### src/hw/rtl/mqrrs_pkg.sv
package mqrrs_pkg;

   localparam int TASK_W = 6;
   localparam int CPU_W = 2;
   localparam int LEN_W = 7;

   typedef enum logic [1:0] {
      OP_ENQUEUE = 2'd0,
      OP_DEQUEUE = 2'd1,
      OP_MIGRATE = 2'd2,
      OP_PICK    = 2'd3
   } op_type;

   typedef enum logic [1:0] {
      ST_DONE     = 2'd0,
      ST_INVALID  = 2'd1,
      ST_NOCHANGE = 2'd2
   } status_type;

   typedef struct packed {
      op_type            operation;
      logic [TASK_W-1:0] task_id;
      logic [CPU_W-1:0]  target_cpu;
      logic [TASK_W-1:0] prev_task;
      logic              prev_is_idle;
   } req_type;

   typedef struct packed {
      status_type        status;
      logic [TASK_W-1:0] chosen_task;
      logic              chosen_is_idle;
      logic [LEN_W-1:0]  queue_length;
   } rsp_type;

endpackage

### src/hw/rtl/multi_queue_round_robin_scheduler_unit.sv
// Per-processor round-robin run queues kept as doubly linked lists in on-chip
// memories: a task record memory (queued flag and home processor), next and
// prior link memories, and a per-processor head/tail memory with flip-flop
// counts. One request is in flight at a time. Each request first reads the
// task record and links together with the head/tail entry of its target;
// a dequeue or migrate that goes ahead then reads the head/tail entry of the
// home processor, and each list change is written back in its own step,
// since unlink and relink of a migrate each need the single write port of
// both link memories. The result register holds a finished transaction
// while the next request is taken. After reset the task record memory is
// cleared entry by entry, during which req_stall is high.
module multi_queue_round_robin_scheduler_unit #(
   parameter int NUM_CPUS  = 4,
   parameter int NUM_TASKS = 64
) (
   input  logic                clock,
   input  logic                reset,
   input  logic                req_valid,
   output logic                req_stall,
   input  mqrrs_pkg::req_type  req_data,
   output logic                rsp_valid,
   input  logic                rsp_stall,
   output mqrrs_pkg::rsp_type  rsp_data
);

   localparam int TW = $clog2(NUM_TASKS);
   localparam int CW = (NUM_CPUS > 1) ? $clog2(NUM_CPUS) : 1;
   localparam int NW = $clog2(NUM_TASKS + 1);

   typedef struct packed {
      logic          queued;
      logic [CW-1:0] home;
   } trec_type;

   typedef struct packed {
      logic [TW-1:0] first;
      logic [TW-1:0] last;
   } crec_type;

   typedef enum logic [5:0] {
      S_CLEAR  = 6'b000001,
      S_IDLE   = 6'b000010,
      S_READ   = 6'b000100,
      S_UNLINK = 6'b001000,
      S_TAIL   = 6'b010000,
      S_FIN    = 6'b100000
   } state_type;

   // memories
   trec_type      tmem      [NUM_TASKS];
   logic [TW-1:0] next_mem  [NUM_TASKS];
   logic [TW-1:0] prior_mem [NUM_TASKS];
   crec_type      cmem      [NUM_CPUS];
   logic [NW-1:0] count_ff  [NUM_CPUS];

   state_type          state_ff, state_in;
   logic [TW-1:0]      clr_ff, clr_in;
   mqrrs_pkg::req_type req_ff, req_in;
   mqrrs_pkg::rsp_type res_ff, res_in;
   crec_type           tgt_rec_ff, tgt_rec_in;
   logic [NW-1:0]      tgt_cnt_ff, tgt_cnt_in;
   logic               rsp_valid_ff, rsp_valid_in;
   mqrrs_pkg::rsp_type rsp_data_ff, rsp_data_in;

   trec_type           tsk_rd_ff;
   logic [TW-1:0]      next_rd_ff;
   logic [TW-1:0]      prior_rd_ff;
   crec_type           cpu_rd_ff;
   logic [NW-1:0]      cnt_rd_ff;

   logic               t_we;
   logic [TW-1:0]      t_waddr;
   trec_type           t_wdata;
   logic               n_we;
   logic [TW-1:0]      n_waddr;
   logic [TW-1:0]      n_wdata;
   logic               p_we;
   logic [TW-1:0]      p_waddr;
   logic [TW-1:0]      p_wdata;
   logic               c_we;
   logic [CW-1:0]      c_waddr;
   crec_type           c_wdata;
   logic               k_we;
   logic [CW-1:0]      k_waddr;
   logic [NW-1:0]      k_wdata;
   logic               link_re;
   logic [TW-1:0]      link_raddr;
   logic               cpu_re;
   logic [CW-1:0]      cpu_raddr;

   logic               cpu_ok;
   logic               task_ok;
   logic               prev_ok;
   logic               home_hit;
   logic [TW-1:0]      task_idx;
   logic [TW-1:0]      prev_idx;
   logic [CW-1:0]      tgt_idx;

   assign task_idx = TW'(req_ff.task_id);
   assign prev_idx = TW'(req_ff.prev_task);
   assign tgt_idx  = CW'(req_ff.target_cpu);
   assign cpu_ok   = 32'(req_ff.target_cpu) < NUM_CPUS;
   assign task_ok  = 32'(req_ff.task_id) < NUM_TASKS;
   assign prev_ok  = 32'(req_ff.prev_task) < NUM_TASKS;
   assign home_hit = 32'(tsk_rd_ff.home) == 32'(req_ff.target_cpu);

   assign req_stall = (state_ff != S_IDLE);
   assign rsp_valid = rsp_valid_ff;
   assign rsp_data  = rsp_data_ff;

   always_comb begin
      logic          tail_go;
      crec_type      tail_rec;
      logic [NW-1:0] tail_cnt;
      logic          is_first;
      logic          is_last;

      tail_go      = 1'b0;
      tail_rec     = cpu_rd_ff;
      tail_cnt     = cnt_rd_ff;
      is_first     = (cpu_rd_ff.first == task_idx);
      is_last      = (cpu_rd_ff.last == task_idx);
      state_in     = state_ff;
      clr_in       = clr_ff;
      req_in       = req_ff;
      res_in       = res_ff;
      tgt_rec_in   = tgt_rec_ff;
      tgt_cnt_in   = tgt_cnt_ff;
      rsp_valid_in = rsp_valid_ff && rsp_stall;
      rsp_data_in  = rsp_data_ff;
      t_we         = 1'b0;
      t_waddr      = task_idx;
      t_wdata      = '0;
      n_we         = 1'b0;
      n_waddr      = '0;
      n_wdata      = '0;
      p_we         = 1'b0;
      p_waddr      = '0;
      p_wdata      = '0;
      c_we         = 1'b0;
      c_waddr      = '0;
      c_wdata      = cpu_rd_ff;
      k_we         = 1'b0;
      k_waddr      = '0;
      k_wdata      = '0;
      link_re      = 1'b0;
      link_raddr   = TW'(req_data.task_id);
      cpu_re       = 1'b0;
      cpu_raddr    = CW'(req_data.target_cpu);

      unique case (state_ff)
         S_CLEAR: begin
            t_we    = 1'b1;
            t_waddr = clr_ff;
            if (clr_ff == TW'(NUM_TASKS - 1)) begin
               state_in = S_IDLE;
            end else begin
               clr_in = clr_ff + 1'b1;
            end
         end
         S_IDLE: begin
            if (req_valid) begin
               req_in  = req_data;
               link_re = 1'b1;
               cpu_re  = 1'b1;
               if (req_data.operation == mqrrs_pkg::OP_PICK) begin
                  link_raddr = TW'(req_data.prev_task);
               end
               state_in = S_READ;
            end
         end
         S_READ: begin
            tgt_rec_in = cpu_rd_ff;
            tgt_cnt_in = cnt_rd_ff;
            res_in = '0;
            res_in.status = mqrrs_pkg::ST_DONE;
            res_in.queue_length = cpu_ok ? mqrrs_pkg::LEN_W'(cnt_rd_ff) : '0;
            state_in = S_FIN;
            unique case (req_ff.operation)
               mqrrs_pkg::OP_ENQUEUE: begin
                  if (!cpu_ok || !task_ok || tsk_rd_ff.queued) begin
                     res_in.status = mqrrs_pkg::ST_NOCHANGE;
                  end else begin
                     tail_go = 1'b1;
                     res_in.queue_length = mqrrs_pkg::LEN_W'(cnt_rd_ff + 1'b1);
                  end
               end
               mqrrs_pkg::OP_DEQUEUE: begin
                  if (!task_ok || !tsk_rd_ff.queued) begin
                     res_in.status = mqrrs_pkg::ST_NOCHANGE;
                  end else begin
                     cpu_re    = 1'b1;
                     cpu_raddr = tsk_rd_ff.home;
                     state_in  = S_UNLINK;
                  end
               end
               mqrrs_pkg::OP_MIGRATE: begin
                  priority if (!cpu_ok || !task_ok) begin
                     res_in.status = mqrrs_pkg::ST_INVALID;
                  end else if (home_hit) begin
                     res_in.status = mqrrs_pkg::ST_NOCHANGE;
                  end else if (!tsk_rd_ff.queued) begin
                     res_in.status = mqrrs_pkg::ST_INVALID;
                  end else begin
                     cpu_re    = 1'b1;
                     cpu_raddr = tsk_rd_ff.home;
                     state_in  = S_UNLINK;
                  end
               end
               mqrrs_pkg::OP_PICK: begin
                  if (!cpu_ok || cnt_rd_ff == '0) begin
                     res_in.chosen_is_idle = 1'b1;
                  end else if (!req_ff.prev_is_idle && prev_ok && tsk_rd_ff.queued &&
                               home_hit && prev_idx != cpu_rd_ff.last) begin
                     res_in.chosen_task = mqrrs_pkg::TASK_W'(next_rd_ff);
                  end else begin
                     res_in.chosen_task = mqrrs_pkg::TASK_W'(cpu_rd_ff.first);
                  end
               end
            endcase
         end
         S_UNLINK: begin
            priority if (is_first && is_last) begin
               c_we = 1'b0;
            end else if (is_first) begin
               c_we          = 1'b1;
               c_wdata.first = next_rd_ff;
            end else if (is_last) begin
               c_we         = 1'b1;
               c_wdata.last = prior_rd_ff;
            end else begin
               n_we    = 1'b1;
               n_waddr = prior_rd_ff;
               n_wdata = next_rd_ff;
               p_we    = 1'b1;
               p_waddr = next_rd_ff;
               p_wdata = prior_rd_ff;
            end
            c_waddr = tsk_rd_ff.home;
            k_we    = 1'b1;
            k_waddr = tsk_rd_ff.home;
            k_wdata = (cnt_rd_ff != '0) ? cnt_rd_ff - 1'b1 : cnt_rd_ff;
            t_we    = 1'b1;
            t_wdata = '{queued: 1'b0, home: tsk_rd_ff.home};
            if (req_ff.operation == mqrrs_pkg::OP_MIGRATE) begin
               state_in = S_TAIL;
            end else begin
               if (home_hit) begin
                  res_in.queue_length = mqrrs_pkg::LEN_W'(k_wdata);
               end
               state_in = S_FIN;
            end
         end
         S_TAIL: begin
            tail_go  = 1'b1;
            tail_rec = tgt_rec_ff;
            tail_cnt = tgt_cnt_ff;
            res_in.queue_length = mqrrs_pkg::LEN_W'(tgt_cnt_ff + 1'b1);
            state_in = S_FIN;
         end
         S_FIN: begin
            if (!rsp_valid_ff || !rsp_stall) begin
               rsp_valid_in = 1'b1;
               rsp_data_in  = res_ff;
               state_in     = S_IDLE;
            end
         end
      endcase

      // append task at the tail of the target queue
      if (tail_go) begin
         c_we         = 1'b1;
         c_waddr      = tgt_idx;
         c_wdata      = tail_rec;
         c_wdata.last = task_idx;
         if (tail_cnt == '0) begin
            c_wdata.first = task_idx;
         end else begin
            n_we    = 1'b1;
            n_waddr = tail_rec.last;
            n_wdata = task_idx;
            p_we    = 1'b1;
            p_waddr = task_idx;
            p_wdata = tail_rec.last;
         end
         k_we    = 1'b1;
         k_waddr = tgt_idx;
         k_wdata = tail_cnt + 1'b1;
         t_we    = 1'b1;
         t_wdata = '{queued: 1'b1, home: tgt_idx};
      end
   end

   always_ff @(posedge clock) begin
      if (reset) begin
         state_ff     <= S_CLEAR;
         clr_ff       <= '0;
         rsp_valid_ff <= 1'b0;
      end else begin
         state_ff     <= state_in;
         clr_ff       <= clr_in;
         rsp_valid_ff <= rsp_valid_in;
      end
   end

   always_ff @(posedge clock) begin
      req_ff      <= req_in;
      res_ff      <= res_in;
      tgt_rec_ff  <= tgt_rec_in;
      tgt_cnt_ff  <= tgt_cnt_in;
      rsp_data_ff <= rsp_data_in;
   end

   always_ff @(posedge clock) begin
      if (reset) begin
         for (int i = 0; i < NUM_CPUS; i++) begin
            count_ff[i] <= '0;
         end
      end else if (k_we) begin
         count_ff[k_waddr] <= k_wdata;
      end
   end

   always_ff @(posedge clock) begin
      if (t_we) begin
         tmem[t_waddr] <= t_wdata;
      end
      if (link_re) begin
         tsk_rd_ff <= tmem[link_raddr];
      end
   end

   always_ff @(posedge clock) begin
      if (n_we) begin
         next_mem[n_waddr] <= n_wdata;
      end
      if (link_re) begin
         next_rd_ff <= next_mem[link_raddr];
      end
   end

   always_ff @(posedge clock) begin
      if (p_we) begin
         prior_mem[p_waddr] <= p_wdata;
      end
      if (link_re) begin
         prior_rd_ff <= prior_mem[link_raddr];
      end
   end

   always_ff @(posedge clock) begin
      if (c_we) begin
         cmem[c_waddr] <= c_wdata;
      end
      if (cpu_re) begin
         cpu_rd_ff <= cmem[cpu_raddr];
         cnt_rd_ff <= count_ff[cpu_raddr];
      end
   end

   // a finished transaction reaches the result register once it is free
   a_fin_loads: assert property (@(posedge clock) disable iff (reset)
      (state_ff == S_FIN) && !rsp_valid_ff |=> rsp_valid_ff && (state_ff == S_IDLE))
      else $error("finished transaction not delivered");

   // unlinking only happens on a non-empty home queue
   a_unlink_nonempty: assert property (@(posedge clock) disable iff (reset)
      (state_ff == S_UNLINK) |-> (cnt_rd_ff != '0))
      else $error("unlink from an empty queue");

   // an idle pick carries no task and always completes
   a_idle_pick: assert property (@(posedge clock) disable iff (reset)
      rsp_valid_ff && rsp_data_ff.chosen_is_idle |->
         (rsp_data_ff.chosen_task == '0) && (rsp_data_ff.status == mqrrs_pkg::ST_DONE))
      else $error("idle pick with a task or bad status");

endmodule

### config.mk
export PLATFORM = sky130hd
export DESIGN_NAME = multi_queue_round_robin_scheduler_unit
export DESIGN_NICKNAME = d
export VERILOG_FILES = /design/src/hw/rtl/mqrrs_pkg.sv /design/src/hw/rtl/multi_queue_round_robin_scheduler_unit.sv
export SDC_FILE = /design/constraint.sdc
export NUM_CORES = 2
export LEC_CHECK = 0
export BUFFER_PORTS_ARGS = -buffer_cell sky130_fd_sc_hd__buf_2
export CAP_MARGIN = 20
export CORE_MARGIN = 2
export CORE_UTILIZATION = 40
export DETAILED_ROUTE_END_ITERATION = 6
export HOLD_SLACK_MARGIN = 0.12
export SLEW_MARGIN = 10
export SYNTH_ARGS = -nofsm -noshare
export SYNTH_HDL_FRONTEND = slang
export SYNTH_SLANG_ARGS = --single-unit
### constraint.sdc
create_clock -name clock -period 7.5 [get_ports clock]
set_input_delay 1.125 -clock clock [delete_from_list [all_inputs] [get_ports clock]]
set_output_delay 1.125 -clock clock [all_outputs]
set_load 0.05 [all_outputs]
Word level (Yosys, flattened, before mapping). Memory sizes are Yosys's and may differ from the RTL's. A register that Yosys moved wholly into a read port is not among the register bits. Index checks and enable logic that the tools add are counted.

Register bits after elaboration: 81. RAM bits: 1036. Output and inout bits: 18. Word-level logic and storage cells: 170. Memories kept: 5.

Memories: next_mem (words 64, width 6, rd ports 1, clocked after memory_dff 1, write ports 1, line multi_queue_round_robin_scheduler_unit.sv:51) `logic [TW-1:0] next_mem [NUM_TASKS];`; prior_mem (words 64, width 6, rd ports 1, clocked after memory_dff 1, write ports 1, line multi_queue_round_robin_scheduler_unit.sv:52) `logic [TW-1:0] prior_mem [NUM_TASKS];`; tmem (words 64, width 3, rd ports 1, clocked after memory_dff 1, write ports 1, line multi_queue_round_robin_scheduler_unit.sv:50) `trec_type tmem [NUM_TASKS];`; cmem (words 4, width 12, rd ports 1, clocked after memory_dff 1, write ports 1, line multi_queue_round_robin_scheduler_unit.sv:53) `crec_type cmem [NUM_CPUS];`; count_ff (words 4, width 7, rd ports 1, clocked after memory_dff 1, write ports 4, line multi_queue_round_robin_scheduler_unit.sv:54) `logic [NW-1:0] count_ff [NUM_CPUS];`.

Add/subtract/negate cells: 5. Eq/ne operators: 21. Multiplexer cells: 96. Bitwise operators: 2. Reductions and logical operators: 22.

Operator list (number): $mux 6 (27); $mux 7 (9); $mux 12 (4); $mux 1 (37); $pmux 6 s6 (1); $add 7x1->7 const B (3); $pmux 7 s3 (1); $mux 2 (10); $logic_not 7->1 (2); $eq 6x6->1 (2); $eq 6x6->1 const B (2); $pmux 6 s2 (1); $ne 2x2->1 const B (5); $reduce_bool 7->1 (1); $reduce_or 7->1 (1); $sub 7x1->7 const B (1); $add 6x1->6 const B (1); $eq 2x2->1 const B (3); $eq 6x1->1 const B (1); $eq 6x2->1 const B (1); $eq 6x3->1 const B (1); $eq 6x4->1 const B (1); $eq 6x5->1 const B (1); $ne 6x2->1 const B (1); 16 further kinds (29).

Longest topological paths before layout.
Word-level depth: 9. Gate-level depth with buffers: 15.

Worst setup path before layout. Ideal clock, no wire load.

Path type: reg2reg. Start: reg state_ff[5]. End: mem prior_mem[14][0] (netlist name), enable pin. Library setup time: 351 ps. Arrival time: 4574 ps. Data required time: 7149 ps. Slack: 2575 ps. Cell stages (with the launch flop): 15. Buffers on the path: 3. Clock period less this slack: 4925 ps. Cell sequence: dfxtp_1 > or4_1 > nor2_2 > clkbuf_1 > clkbuf_1 > a21o_1 > inv_1 > ha_1 > o21ai_0 > and2_1 > buf_2 > nand2_1 > nand2_1 > nand3_1 > nor2_1.

Elaborated cells between the ends (all ways): 14. Classes of those cells: eq/ne (3); mux (10); reduce/logical (1).

RTL lines: start: declaration (line multi_queue_round_robin_scheduler_unit.sv:56) `state_type state_ff, state_in;`; start signal: assignment (line multi_queue_round_robin_scheduler_unit.sv:300) `state_ff <= state_in;`; $eq 6x5->1 (line multi_queue_round_robin_scheduler_unit.sv:151) `unique case (state_ff)`; $mux 7 (line multi_queue_round_robin_scheduler_unit.sv:151); $logic_not 7->1 (line multi_queue_round_robin_scheduler_unit.sv:276) `if (tail_cnt == '0) begin`; $mux 6; $mux 6 *; named net n_wdata[1] (line multi_queue_round_robin_scheduler_unit.sv:76) `logic [TW-1:0] n_wdata;`; end: declaration (line multi_queue_round_robin_scheduler_unit.sv:52).

The timed path passes the listed nets; every way through them passes the cells marked *.

Worst setup path in the final report.
Start: reg state_ff[5]. End: mem prior_mem[54][1] (netlist name), enable pin.

Same word-level chain as after synthesis.

==> results.cfg <==
[status]
status = finished, final reports clean

[clocking]
cts_buffer_depth = 3
cts_tree = built
htreeDepth = 3
clk_pin_slew_ns = 0.06
cts_hold_buf = 0
post-cts-setup-buffers = 0
cts_buffers = 115
ctsResizeCount = 0
clkLatencyLatePin_ns = 0.71
cts.sinks = 1151
cts_root_buffer = clkbuf_16

[critical_path]
worstPathRequired_ns = 7.83
cp-end-kind = flip-flop
cpMostUsedCell = buf_4
cp_max_fo = 66
reg2reg_depth = 14
cp_top_family = simple AND/OR/NAND/NOR gates
start_kind = flip-flop
r2r_slack_ns = 2.15
path_class = flip-flop to flip-flop
rr_startpoint = state_ff[5]
slowest_delay_ns = 0.80
reg2reg_to = prior_mem[54][1]
timing.critical_path.buf_inv = 4
arrival_ns = 5.68
crit_chain = or4_1 -> nor2_2 -> buf_4 -> a21o_1 -> inv_1 -> ha_1 -> o21ai_0 -> buf_4 -> and2_1 -> nand2_1 -> nand2_2 -> buf_4 -> nand3_1 -> nor2_1
slowest_stage = nand3_1

[die]
die_h_um = 350
core_area_sq_mm = 0.119
dieWidth_um = 350
start_util_pct = 40.2
dieArea_sq_mm = 0.123
rows = 127
ioPinCount = 39

[flow_run]
max_cap_viol_count = 0

[logic_synthesis]
synthArstFlopShare_pct = 0
synth_compound_gate_area_share_pct = 9.11
synth_fa_ha_area_share_pct = 0.365
synth_cell_types = 68
ys_ff_latch = 1151
ys.flop_type = edfxtp_1
syn_avg_cell_area_sq_um = 13.2
ys_seq_area_share_pct = 71.7
synth-simple-area-share_pct = 13.2
yosys_warnings = 0
synth_top_family_by_area = simple AND/OR/NAND/NOR gates
syn-instance-count = 3629
synth-xor-area-share_pct = 0.785
synthMuxAreaShare_pct = 2.51
synth-edff-count = 1138
syn_nets = 3664
synthesis.area_sq_mm = 0.0480

[final_layout]
postLayoutCoreUtil_pct = 44.9
nets = 3657
areaGrowthSynthToFinish_pct = 11.8
drive_gt1_share_pct = 8.69
design_area_sq_mm = 0.0537
final_common_cell = edfxtp_1
diodes = 0
fillCellCount = 10700
mostFrequentLayoutCells = edfxtp_1 (1138), nand2_1 (784), nor2_1 (256)

[routing]
routed_via_density = 5.73
drtIter0Drc = 3286
wirelength_um = 132000
drt-pass1-iter-count = 6
ant_nets = 0
routedWlPerCell_um = 24.7
drc = 0
vias = 30600

[timing]
final.setup_skew_ns = 0.0228
hold_viol = 0
setup_viol_count_final = 0
min_period_ns = 5.35
grt_setup_unrepaired = no
tightest_slew_ns = 1.19
fin_ws_ns = 2.15
whs_ns = 0.418
max_freq_mhz = 187
maxSlewHeadroom_pct = 20.7
period_share_pct = 71.3
slew_violations = 0
finalSetupTns_ns = 0

[global_routing]
first_global_vias = 29300
antenna_found_initial = 0
grt_overflow_total = 0
grt_first_pass_wirelength_um = 194000
grt_max_degree = 163
grt_usage_pct = 21.1

[worst_hold_path]
worstHoldStart = res_ff[8]
hold_class = flip-flop to flip-flop
min_path_cells = 0
holdPathEnd = rsp_data[8]

[placement]
routabilityCongestion = 0.871
hpwlAfterDp_um = 81200
port_buffers = 38
place_ws_ns = 2.00
place_area_sq_mm = 0.0498

[power]
power.clock.fraction_pct = 43.0
power.internal_mw = 10.7
p_switching_mw = 2.98
p_leak_nw = 17.4
p_sw_share_pct = 21.8
pwr-share-comb_pct = 5.5
seqPwrFrac_pct = 51.5
power_density_mw_per_mm2 = 255
vdd_drop_max_uv = 168
==> per-layer routing <==
| metal | routed length, um | up-vias | GRT usage [%] |
|---|---|---|---|
| met5 | 0 | - | 0 |
| met3 | 9710 | 187 | 3.21 |
| met4 | 3020 | 0 | 5.88 |
| met2 | 62500 | 1248 | 34.3 |
| met1 | 56700 | 15400 | 29.6 |
| li1 | - | 13700 | - |
==> cell usage after synthesis, types with 30 or more instances <==
master | n | area [sq um]
a211oi_1 | 88 | 661
a21oi_1 | 110 | 551
a22o_1 | 30 | 263
a311o_1 | 62 | 621
a311oi_1 | 48 | 420
a31o_2 | 31 | 272
a31oi_1 | 49 | 307
and3_1 | 153 | 957
buf_2 | 60 | 300
clkbuf_1 | 135 | 507
edfxtp_1 | 1138 | 34200
inv_1 | 42 | 158
mux2i_1 | 116 | 1160
nand2_1 | 788 | 2960
nand3_1 | 112 | 561
nor2_1 | 258 | 968
o21ai_0 | 52 | 260
==> worst max path at each step <==
stage                 start                to  slack (ns)  cells past startpoint
6_report        state_ff[5]  prior_mem[54][1]        2.15                     14
3_5_place_dp      req_valid     next_rd_ff[3]        2.00                     11
4_1_cts         state_ff[5]  prior_mem[54][1]        2.09                     14
5_1_grt         state_ff[5]  prior_mem[14][3]        1.86                     11
2_1_floorplan   state_ff[5]  prior_mem[14][0]        2.57                     14
3_3_place_gp   req_data[15]     next_rd_ff[1]        1.78                      8
==> state kept, by name (all words and copies together), names as in the netlist, 6 cells and up <==
name	cells
next_rd_ff	6
count_ff	28
tmem	192
tgt_rec_ff	12
res_ff	16
prior_rd_ff	6
next_mem	384
cnt_rd_ff	7
tgt_cnt_ff	7
cmem	48
task_idx	6
rsp_data	16
cpu_rd_ff	12
state_ff	6
prev_idx	6
prior_mem	384
clr_ff	6
==> kinds of logic (layout without fill, tap and decap cells) <==
logic type	after synthesis	count (layout)
simple gates	1446	1446
flops	1151	1151
compound gates	595	595
buf+inv	260	350
mux	120	120
xor+xnor	43	43
fa+ha+maj	14	14
==> worst reg2reg max path, delay by kind of cell (launching register included) <==
family	cells	cell delay (ns)
and+or+nand+nor	7	2.94
buffers and inverters	4	1.19
DFF	1	0.37
AOI/OAI and AO/OA	2	0.29
adders and majority gates	1	0.18
==> metrics by stage <==
stage | power [mW] | instances
floorplan | 7.66 | 3629
global placement | 7.90 | 5115
detailed placement | 7.91 | 5116
CTS | 13.7 | 5330
global route | 14.0 | 5331
finish | 13.7 | 5331
==> power groups by stage <==
stage               Combinational, mW  Clock [mW]  Sequential, mW
floorplan                       0.492           0            7.17
global placement                0.729           0            7.18
detailed placement              0.737           0            7.18
CTS                             0.740        5.96            7.04
global route                    0.803        6.19            7.04
finish                          0.746        5.88            7.04
==> layout make-up <==
| cell class | count | area [sq um] | area share, % |
|---|---|---|---|
| well taps | 1612 | 2020 | 3.76 |
| flip-flops and latches | 1151 | 34400 | 64.2 |
| repair buffers | 92 | 669 | 1.25 |
| inverters | 44 | 165 | 0.308 |
| multi-input cells | 2218 | 12600 | 23.4 |
| clock buffers | 145 | 3050 | 5.69 |
| clock inverters | 69 | 773 | 1.44 |
Power figures use the tool's default switching activity.
